### src/hdl/tpg_pkg.sv
// Package of shared constants, codes and types for the two-priority token bucket granter.
package tpg_pkg;

    localparam int QUEUE_DEPTH_DEF = 16;
    localparam int BYTE_WIDTH_DEF  = 32;

    localparam int FAIR_W     = 7;
    localparam int RND_W      = 16;
    localparam int TAG_W      = 16;
    localparam int FIELD_W    = 32;
    localparam int OUTCOME_W  = 3;
    localparam int CFG_IDX_W  = 2;

    localparam logic [FAIR_W-1:0] FAIR_LIMIT = FAIR_W'(100);

    localparam logic [OUTCOME_W-1:0] OUT_GRANTED   = 3'd0;
    localparam logic [OUTCOME_W-1:0] OUT_QUEUED    = 3'd1;
    localparam logic [OUTCOME_W-1:0] OUT_FULL      = 3'd2;
    localparam logic [OUTCOME_W-1:0] OUT_TOO_LARGE = 3'd3;
    localparam logic [OUTCOME_W-1:0] OUT_FROM_Q    = 3'd4;

    localparam logic [CFG_IDX_W-1:0] CFG_REFILL   = 2'd0;
    localparam logic [CFG_IDX_W-1:0] CFG_FAIRNESS = 2'd1;

    typedef struct packed {
        logic              done;
        logic [FAIR_W-1:0] remainder;
    } mod_status_t;

endpackage

### src/hdl/two_priority_token_bucket_granter.sv
// Top level of the two-priority token bucket granter.
//
// The input channel carries either a byte request (operation 0) or a refill
// tick (operation 1). A request gives exactly one result: granted at once,
// queued, queue full or too large. A tick reloads the credit and serves the
// two queues in turn, giving one result per request granted from a queue;
// a tick that grants nothing gives no result. last_result marks the final
// result of each input transfer.
// A request's result is presented in the same cycle in which the block is
// ready again. A tick first works out the remainder of the random word,
// then reads and serves the queue heads one at a time through the single
// memory read port and the shared compare and subtract of the credit, and
// then hands over its last result. The block takes no new input until the
// work of the current one is done.
// Results leave through an output register, so a new input transfer is taken
// while a result waits. When the receiver stalls, a tick holds one further
// grant back and then waits.
// Reset clears the credit, the queues and the handshakes, and loads the
// register defaults; the queue memory needs no clearing.
module two_priority_token_bucket_granter
    import tpg_pkg::*;
#(
    parameter int QUEUE_DEPTH = QUEUE_DEPTH_DEF,
    parameter int BYTE_WIDTH  = BYTE_WIDTH_DEF
) (
    input  logic                 aclk,
    input  logic                 aresetn,
    input  logic                 s_valid,
    output logic                 s_ready,
    input  logic                 s_operation,
    input  logic [FIELD_W-1:0]   s_byte_count,
    input  logic                 s_priority_req,
    input  logic [TAG_W-1:0]     s_request_tag,
    input  logic [RND_W-1:0]     s_random_word,
    output logic                 m_valid,
    input  logic                 m_ready,
    output logic [OUTCOME_W-1:0] m_outcome,
    output logic [TAG_W-1:0]     m_grant_tag,
    output logic                 m_grant_priority,
    output logic [FIELD_W-1:0]   m_grant_bytes,
    output logic                 m_last_result,
    input  logic                 cfg_valid,
    output logic                 cfg_ready,
    input  logic [CFG_IDX_W-1:0] cfg_index,
    input  logic [FIELD_W-1:0]   cfg_data
);

    localparam int BW = BYTE_WIDTH;
    localparam int QD = QUEUE_DEPTH;
    localparam int HW = $clog2(QD);
    localparam int CW = $clog2(QD + 1);
    localparam int AW = $clog2(2 * QD);
    localparam logic [AW-1:0] HIGH_BASE = AW'(QD);

    localparam logic [2:0] S_IDLE  = 3'd0;
    localparam logic [2:0] S_REQ   = 3'd1;
    localparam logic [2:0] S_MOD   = 3'd2;
    localparam logic [2:0] S_RD    = 3'd3;
    localparam logic [2:0] S_CMP   = 3'd4;
    localparam logic [2:0] S_FLUSH = 3'd5;

    logic [2:0]        state_reg, state_next;
    logic [BW-1:0]     refill_reg, refill_next;
    logic [FAIR_W-1:0] fair_reg, fair_next;
    logic [BW-1:0]     credit_reg, credit_next;
    logic [HW-1:0]     head_reg [2];
    logic [HW-1:0]     head_next [2];
    logic [CW-1:0]     count_reg [2];
    logic [CW-1:0]     count_next [2];
    logic              q_reg, q_next;
    logic              phase_reg, phase_next;

    logic [BW-1:0]     in_bytes_reg;
    logic              in_pri_reg;
    logic [TAG_W-1:0]  in_tag_reg;

    logic                 pend_valid_reg, pend_valid_next;
    logic [OUTCOME_W-1:0] pend_outcome_reg, pend_outcome_next;
    logic [TAG_W-1:0]     pend_tag_reg, pend_tag_next;
    logic                 pend_pri_reg, pend_pri_next;
    logic [BW-1:0]        pend_bytes_reg, pend_bytes_next;

    logic                 m_valid_reg, m_valid_next;
    logic [OUTCOME_W-1:0] m_outcome_reg;
    logic [TAG_W-1:0]     m_tag_reg;
    logic                 m_pri_reg;
    logic [FIELD_W-1:0]   m_bytes_reg;
    logic                 m_last_reg;
    logic                 m_load;
    logic                 m_load_last;

    logic [BW-1:0]    mem_rem  [2*QD];
    logic [BW-1:0]    mem_orig [2*QD];
    logic [TAG_W-1:0] mem_tag  [2*QD];
    logic [BW-1:0]    rd_rem_reg, rd_orig_reg;
    logic [TAG_W-1:0] rd_tag_reg;
    logic [AW-1:0]    rd_addr, wr_addr;
    logic             wr_rem_en, wr_push_en;
    logic [BW-1:0]    wr_rem_data;

    logic [HW:0]       tail_sum;
    logic [HW-1:0]     tail_idx;
    logic [FAIR_W-1:0] fair_clamped;
    logic              accept, out_free, mod_start;
    mod_status_t       mod_status;

    assign accept   = s_valid && s_ready;
    assign s_ready  = (state_reg == S_IDLE);
    assign out_free = !m_valid_reg || m_ready;
    assign cfg_ready = 1'b1;

    always_comb begin
        if (fair_reg == '0) begin
            fair_clamped = FAIR_W'(1);
        end else if (fair_reg > FAIR_LIMIT) begin
            fair_clamped = FAIR_LIMIT;
        end else begin
            fair_clamped = fair_reg;
        end
    end

    assign mod_start = accept && s_operation;

    tpg_mod_unit u_mod (
        .aclk     (aclk),
        .aresetn  (aresetn),
        .start    (mod_start),
        .dividend (s_random_word),
        .divisor  (fair_clamped),
        .status   (mod_status)
    );

    always_comb begin
        tail_sum = (HW+1)'(head_reg[in_pri_reg]) + (HW+1)'(count_reg[in_pri_reg]);
        if (tail_sum >= (HW+1)'(QD)) begin
            tail_sum = tail_sum - (HW+1)'(QD);
        end
        tail_idx = tail_sum[HW-1:0];
        rd_addr  = q_reg ? HIGH_BASE + AW'(head_reg[1]) : AW'(head_reg[0]);
    end

    always_comb begin
        state_next        = state_reg;
        refill_next       = refill_reg;
        fair_next         = fair_reg;
        credit_next       = credit_reg;
        head_next         = head_reg;
        count_next        = count_reg;
        q_next            = q_reg;
        phase_next        = phase_reg;
        pend_valid_next   = pend_valid_reg;
        pend_outcome_next = pend_outcome_reg;
        pend_tag_next     = pend_tag_reg;
        pend_pri_next     = pend_pri_reg;
        pend_bytes_next   = pend_bytes_reg;
        m_load            = 1'b0;
        m_load_last       = 1'b0;
        wr_rem_en         = 1'b0;
        wr_push_en        = 1'b0;
        wr_addr           = rd_addr;
        wr_rem_data       = rd_rem_reg - credit_reg;

        if (cfg_valid && cfg_ready) begin
            unique case (cfg_index)
                CFG_REFILL:   refill_next = BW'(cfg_data);
                CFG_FAIRNESS: fair_next   = cfg_data[FAIR_W-1:0];
                default: ;
            endcase
        end

        unique case (state_reg)
            S_IDLE: begin
                if (accept) begin
                    state_next = s_operation ? S_MOD : S_REQ;
                end
            end
            S_REQ: begin
                pend_valid_next = 1'b1;
                pend_tag_next   = in_tag_reg;
                pend_pri_next   = in_pri_reg;
                pend_bytes_next = in_bytes_reg;
                priority if (in_bytes_reg > refill_reg) begin
                    pend_outcome_next = OUT_TOO_LARGE;
                end else if (credit_reg >= in_bytes_reg) begin
                    credit_next       = credit_reg - in_bytes_reg;
                    pend_outcome_next = OUT_GRANTED;
                end else if (count_reg[in_pri_reg] >= CW'(QD)) begin
                    pend_outcome_next = OUT_FULL;
                end else begin
                    wr_push_en  = 1'b1;
                    wr_rem_en   = 1'b1;
                    wr_rem_data = in_bytes_reg;
                    wr_addr     = in_pri_reg ? HIGH_BASE + AW'(tail_idx) : AW'(tail_idx);
                    count_next[in_pri_reg] = count_reg[in_pri_reg] + CW'(1);
                    pend_outcome_next = OUT_QUEUED;
                end
                state_next = S_FLUSH;
            end
            S_MOD: begin
                if (mod_status.done) begin
                    q_next      = (mod_status.remainder != '0);
                    phase_next  = 1'b0;
                    credit_next = refill_reg;
                    state_next  = S_RD;
                end
            end
            S_RD: begin
                if (count_reg[q_reg] == '0) begin
                    if (!phase_reg) begin
                        q_next     = !q_reg;
                        phase_next = 1'b1;
                    end else begin
                        state_next = S_FLUSH;
                    end
                end else begin
                    state_next = S_CMP;
                end
            end
            S_CMP: begin
                if (credit_reg < rd_rem_reg) begin
                    wr_rem_en   = 1'b1;
                    credit_next = '0;
                    if (!phase_reg) begin
                        q_next     = !q_reg;
                        phase_next = 1'b1;
                        state_next = S_RD;
                    end else begin
                        state_next = S_FLUSH;
                    end
                end else if (!pend_valid_reg || out_free) begin
                    credit_next = credit_reg - rd_rem_reg;
                    if (head_reg[q_reg] == HW'(QD - 1)) begin
                        head_next[q_reg] = '0;
                    end else begin
                        head_next[q_reg] = head_reg[q_reg] + HW'(1);
                    end
                    count_next[q_reg] = count_reg[q_reg] - CW'(1);
                    m_load            = pend_valid_reg;
                    pend_valid_next   = 1'b1;
                    pend_outcome_next = OUT_FROM_Q;
                    pend_tag_next     = rd_tag_reg;
                    pend_pri_next     = q_reg;
                    pend_bytes_next   = rd_orig_reg;
                    state_next        = S_RD;
                end
            end
            S_FLUSH: begin
                if (!pend_valid_reg) begin
                    state_next = S_IDLE;
                end else if (out_free) begin
                    m_load          = 1'b1;
                    m_load_last     = 1'b1;
                    pend_valid_next = 1'b0;
                    state_next      = S_IDLE;
                end
            end
            default: state_next = S_IDLE;
        endcase

        if (m_load) begin
            m_valid_next = 1'b1;
        end else if (m_ready) begin
            m_valid_next = 1'b0;
        end else begin
            m_valid_next = m_valid_reg;
        end
    end

    always_ff @(posedge aclk) begin
        if (!aresetn) begin
            state_reg      <= S_IDLE;
            refill_reg     <= BW'(1048576);
            fair_reg       <= FAIR_W'(10);
            credit_reg     <= '0;
            head_reg[0]    <= '0;
            head_reg[1]    <= '0;
            count_reg[0]   <= '0;
            count_reg[1]   <= '0;
            q_reg          <= 1'b0;
            phase_reg      <= 1'b0;
            pend_valid_reg <= 1'b0;
            m_valid_reg    <= 1'b0;
        end else begin
            state_reg      <= state_next;
            refill_reg     <= refill_next;
            fair_reg       <= fair_next;
            credit_reg     <= credit_next;
            head_reg       <= head_next;
            count_reg      <= count_next;
            q_reg          <= q_next;
            phase_reg      <= phase_next;
            pend_valid_reg <= pend_valid_next;
            m_valid_reg    <= m_valid_next;
        end
        pend_outcome_reg <= pend_outcome_next;
        pend_tag_reg     <= pend_tag_next;
        pend_pri_reg     <= pend_pri_next;
        pend_bytes_reg   <= pend_bytes_next;
        if (accept) begin
            in_bytes_reg <= BW'(s_byte_count);
            in_pri_reg   <= s_priority_req;
            in_tag_reg   <= s_request_tag;
        end
        if (m_load) begin
            m_outcome_reg <= pend_outcome_reg;
            m_tag_reg     <= pend_tag_reg;
            m_pri_reg     <= pend_pri_reg;
            m_bytes_reg   <= FIELD_W'(pend_bytes_reg);
            m_last_reg    <= m_load_last;
        end
    end

    always_ff @(posedge aclk) begin
        if (wr_rem_en) begin
            mem_rem[wr_addr] <= wr_rem_data;
        end
        if (wr_push_en) begin
            mem_orig[wr_addr] <= in_bytes_reg;
            mem_tag[wr_addr]  <= in_tag_reg;
        end
        rd_rem_reg  <= mem_rem[rd_addr];
        rd_orig_reg <= mem_orig[rd_addr];
        rd_tag_reg  <= mem_tag[rd_addr];
    end

    assign m_valid          = m_valid_reg;
    assign m_outcome        = m_outcome_reg;
    assign m_grant_tag      = m_tag_reg;
    assign m_grant_priority = m_pri_reg;
    assign m_grant_bytes    = m_bytes_reg;
    assign m_last_result    = m_last_reg;

endmodule

### src/hdl/tpg_mod_unit.sv
// Bit-serial remainder unit that reduces the tick's random word modulo the fairness value.
module tpg_mod_unit
    import tpg_pkg::*;
(
    input  logic              aclk,
    input  logic              aresetn,
    input  logic              start,
    input  logic [RND_W-1:0]  dividend,
    input  logic [FAIR_W-1:0] divisor,
    output mod_status_t       status
);

    localparam int CNT_W = $clog2(RND_W + 1);

    logic              busy_reg,  busy_next;
    logic              done_reg,  done_next;
    logic [CNT_W-1:0]  count_reg, count_next;
    logic [RND_W-1:0]  shift_reg, shift_next;
    logic [FAIR_W:0]   rem_reg,   rem_next;
    logic [FAIR_W-1:0] div_reg,   div_next;
    logic [FAIR_W:0]   trial;

    always_comb begin
        busy_next  = busy_reg;
        done_next  = 1'b0;
        count_next = count_reg;
        shift_next = shift_reg;
        rem_next   = rem_reg;
        div_next   = div_reg;
        trial      = {rem_reg[FAIR_W-1:0], shift_reg[RND_W-1]};
        if (start) begin
            busy_next  = 1'b1;
            count_next = CNT_W'(RND_W);
            shift_next = dividend;
            rem_next   = '0;
            div_next   = divisor;
        end else if (busy_reg) begin
            shift_next = {shift_reg[RND_W-2:0], 1'b0};
            if (trial >= {1'b0, div_reg}) begin
                rem_next = trial - {1'b0, div_reg};
            end else begin
                rem_next = trial;
            end
            count_next = count_reg - CNT_W'(1);
            if (count_reg == CNT_W'(1)) begin
                busy_next = 1'b0;
                done_next = 1'b1;
            end
        end
    end

    always_ff @(posedge aclk) begin
        if (!aresetn) begin
            busy_reg  <= 1'b0;
            done_reg  <= 1'b0;
            count_reg <= '0;
        end else begin
            busy_reg  <= busy_next;
            done_reg  <= done_next;
            count_reg <= count_next;
        end
        shift_reg <= shift_next;
        rem_reg   <= rem_next;
        div_reg   <= div_next;
    end

    assign status.done      = done_reg;
    assign status.remainder = rem_reg[FAIR_W-1:0];

endmodule

### config.mk
export PLATFORM = sky130hd
export DESIGN_NAME = two_priority_token_bucket_granter
export DESIGN_NICKNAME = d
export VERILOG_FILES = /design/src/hdl/tpg_pkg.sv /design/src/hdl/two_priority_token_bucket_granter.sv /design/src/hdl/tpg_mod_unit.sv
export SDC_FILE = /design/constraint.sdc
export NUM_CORES = 2
export LEC_CHECK = 0
export BUFFER_PORTS_ARGS = -buffer_cell sky130_fd_sc_hd__buf_2
export CAP_MARGIN = 10
export CORE_ASPECT_RATIO = 0.9
export CORE_MARGIN = 3
export CORE_UTILIZATION = 33
export CTS_CLUSTER_DIAMETER = 120
export CTS_CLUSTER_SIZE = 16
export DETAILED_ROUTE_END_ITERATION = 12
export HOLD_SLACK_MARGIN = 0.06
export REMOVE_ABC_BUFFERS = 1
export SYNTH_ARGS = -nofsm -noshare
export SYNTH_HDL_FRONTEND = slang
export SYNTH_SLANG_ARGS = --single-unit
### constraint.sdc
create_clock -name aclk -period 9.7 [get_ports aclk]
set_clock_uncertainty 0.15 [all_clocks]
set_input_delay 0.485 -clock aclk [delete_from_list [all_inputs] [get_ports aclk]]
set_output_delay 0.485 -clock aclk [all_outputs]
set_load 0.02 [all_outputs]
==> key figures <==
Outcome
  • Outcome: complete, no violations

Place
  • Port Buffers: approximately 160
  • GP Congestion: just over 0.9
  • HPWL after DPL: 209 mm

Yosys
  • Post-Synthesis Cells: between 9000 and 10000
  • Largest family of logic cells by synthesized area: simple AND/OR/NAND/NOR gates
  • Post-Syn Area: around 120000 sq um
  • Synth Area in Compound Gates: 7.79%
  • Multiplexer share of the synthesized area: less than 1%
  • Syn Area/Cell: 12.4 sq um
  • Synth top area share: 67.9%
  • Number of synthesized flops with an enable pin: 2737
  • Flops & latches, synth: just under 3000
  • Sequential element share of the synthesized area: 71.1%
  • Largest cells by area after synthesis: edfxtp_1, nand2_1, nand3_1
  • Area leader, netlist: edfxtp_1
  • Post-synth top flop: edfxtp_1
  • Ys Warns: 0
  • Post-synthesis adder-cell area fraction: 1.55%
  • Ys async rst share: 0%
  • Simple-Gate Fraction of Synth Area: 15.7%
  • Synth unique cells: 88
  • Synth Area in XOR/XNOR: 0.738%

Die
  • IO Pins: 161
  • Die area: 374000 sq um
  • Starting density of the core: roughly a third
  • Die width: 644 microns
  • # rows: 210
  • DIE HEIGHT: 581 microns
  • Core footprint: 364000 sq um

Layout
  • Register area: 86000 sq um
  • Fillcell total: 34500
  • Multi-input logic area: about 33000 sq um
  • Syn-to-layout area delta: 11.9%
  • Final net count: 10100
  • Layout cells sized above 1: 7.98%
  • Largest registers: mem_orig x1024, mem_rem x1024, mem_tag x512

Worst setup path
  • Crit path max-delay family: simple AND/OR/NAND/NOR gates
  • Setup CP Type: reg -> reg
  • WP buf/inv: 2
  • Startpoint types: register
  • Worst Setup End Kind: register
  • Largest stage delay on the critical path: 1090 ps
  • Crit path DAT: 6840 ps
  • Crit-path cells: inv_1 -> ha_1 -> and4_1 -> nand2b_1 -> nor2_1 -> o41ai_2 -> and3_4 -> nand4_2 -> nor2_4 -> buf_4
  • Crit Path Max Fanout: 34
  • R2R cell count: 10
  • Crit path required time: ~10000 ps
  • Crit path depth: 10
  • Critical-path top delay cell: nor2_4

Clocking
  • Post-CTS setup buffers: 0
  • Bufs on Longest Clock Path: 4
  • Clk_lat worst skew: between 900 and 1000 ps
  • CTS tree: yes
  • CTS root buf: clkbuf_16
  • Clk slew on worst S/H paths: 70 ps
  • CTS Sinks: 2927
  • Clock buffer count from CTS: 208
  • # H-tree levels: 4

Hold path
  • Worst hold path depth: 2
  • HP Class: in -> reg

Flow run
  • # Max-Cap Violations: 0

Timing
  • Minimum clock period after layout: between 6000 and 7000 ps
  • Hold Slack: about 120 ps
  • RSZ-0062 raised after global routing: no
  • Final hold violation count: 0
  • Fmax: 0.155 GHz
  • Rel. slew slack: 11.1%
  • Slew @ Worst Pin: 1330 ps
  • TNS Setup: 0 ps
  • Final Max Slew Viols: 0
  • Period utilization: 66.4%
  • Setup violators final: 0

Detailed routing
  • Routed WL per cell: 25.3 microns
  • DRC viols: 0
  • First-pass DRT Iterations: 6
  • Number of DRC markers in iteration 0: 9492
  • Vias: 81100
  • WL final: 377 mm
  • Antenna viol nets, final: 0
  • Average vias per placed instance: 5.45

GRT
  • Global route overflow: 0
  • First-pass GRT wire length: 540 mm
  • GRT Util Overall: just under 20%
  • Initial antenna violation count: 25
  • Vias in the first global route: ~77000
  • Largest net degree at the start of global routing: 175

Power
  • P per Cell Area: 221 nW/um^2
  • Total power draw: 29.9 mW
  • Worst VDD drop: 0.195 mV
  • LEAKAGE: 45.4 nW
## per-stage QoR
stage | std cells | worst slack, ps | cell area [sq um] | utilization, %
final | 14900 | 3250 | 135000 | 37.2
after global routing | 14900 | 2970 | 135000 | 37.2
after CTS | 14800 | 3340 | 135000 | 37.1
after detailed placement | 14400 | 3340 | 128000 | 35.1
after global placement | 14400 | 3560 | 128000 | 35.1
after floorplan | 9091 | -169910 | 118000 | -
## worst paths after layout
check,from,to,slack (ps)
worst min-delay path,s_request_tag[1],in_tag_reg[1]$_DFFE_PP_,120
worst max register to register,in_bytes_reg[22]$_DFFE_PP_,mem_orig[21][26]$_DFFE_PP_,3250
worst max-delay path,in_bytes_reg[22]$_DFFE_PP_,mem_orig[21][26]$_DFFE_PP_,3250
worst min register to register,pend_bytes_reg[10]$_DFFE_PP_,m_grant_bytes[10]$_DFFE_PP_,270
## placed cells by master, fill, tap and decap left out, types with 19 or more instances in the layout
cell type | synthesis | routed
o211ai_1 | 19 | 19
mux2i_1 | 59 | 55
buf_4 | 5 | 217
clkbuf_1 | 521 | 137
a21oi_1 | 260 | 234
buf_2 | 62 | 161
o21ai_0 | 117 | 106
edfxtp_1 | 2737 | 2737
dfxtp_1 | 190 | 188
o31ai_1 | 75 | 74
o221ai_1 | 20 | 20
nor3_1 | 28 | 27
a21o_1 | 60 | 60
xor2_1 | 29 | 29
dlygate4sd3_1 | 0 | 114
or3_1 | 22 | 22
a311oi_1 | 422 | 422
nand2_1 | 2822 | 2820
nor2_4 | 0 | 57
diode_2 | 0 | 30
a311o_1 | 80 | 80
xnor2_1 | 73 | 73
nor2_1 | 201 | 144
clkbuf_16 | 0 | 210
a21oi_2 | 0 | 20
nand4_1 | 25 | 25
a211oi_1 | 32 | 32
and3_1 | 221 | 221
ha_1 | 142 | 142
inv_1 | 167 | 166
nand3_1 | 989 | 989
a31oi_1 | 29 | 28
## per-layer routing
metal / global-route usage [%] / vias up / part of all wire (%)
met2: 30.7 / 3781 / 46
met4: 8.07 / 2 / 4.5
met5: 0 / - / 0.0040
li1: - / 35900 / -
met3: 2.75 / 604 / 8.5
met1: 26.6 / 40800 / 41
## cell type report
class	count	area share [%]
tap	4876	4.50
sequential	2927	63.5
inverter	171	0.491
multi-input combinational	5993	24.1
clock buffer	347	4.26
timing repair buffer	511	2.90
antenna	30	0.0554
clock inverter	19	0.198
## where the power goes
part           leakage [nW]  switching [mW]  internal (mW)
registers              26.2           0.298           15.9
logic                  16.3            3.89           1.31
clock network          2.88            4.32           4.15
total                  45.4            8.51           21.4
## Yosys cell counts, drive strengths merged (4+ instances only)
| cell | instances |
|---|---|
| o221ai | 20 |
| ha | 142 |
| a222oi | 7 |
| a311oi | 422 |
| nand2 | 2822 |
| and3 | 222 |
| o41ai | 17 |
| nor2b | 18 |
| mux2 | 7 |
| nand2b | 18 |
| o211ai | 19 |
| and2 | 19 |
| a21boi | 9 |
| o31ai | 75 |
| o21ai | 130 |
| nor4 | 19 |
| dfxtp | 190 |
| o21a | 14 |
| inv | 169 |
| nand4 | 26 |
| edfxtp | 2737 |
| nor3b | 5 |
| mux2i | 59 |
| fa | 5 |
| a21oi | 260 |
| xor2 | 29 |
| nor2 | 201 |
| o31a | 5 |
| o221a | 8 |
| a22oi | 13 |
| o21bai | 15 |
| and4 | 4 |
| nor3 | 31 |
| a211oi | 37 |
| nand3b | 6 |
| buf | 133 |
| or3 | 22 |
| a221oi | 9 |
| a311o | 80 |
| a21o | 60 |
| xnor2 | 73 |
| a31oi | 30 |
| clkbuf | 521 |
| nand3 | 990 |
## cells by family after synthesis
family                     count (synthesis)
AOI/OAI and AO/OA                       1262
xor gates and xnor gates                 102
adders and majority gates                147
buffers and inverters                    825
DFF                                     2927
muxes                                     66
other                                      1
and+or+nand+nor                         4415
## timing repair
| action | in CTS | in global routing |
|---|---|---|
| resized for setup | 0 | 0 |
| endpoints found under the hold margin | 121 | 0 |
| hold buffers | 114 | 0 |
No activity file was read; power rests on OpenSTA's default activity.
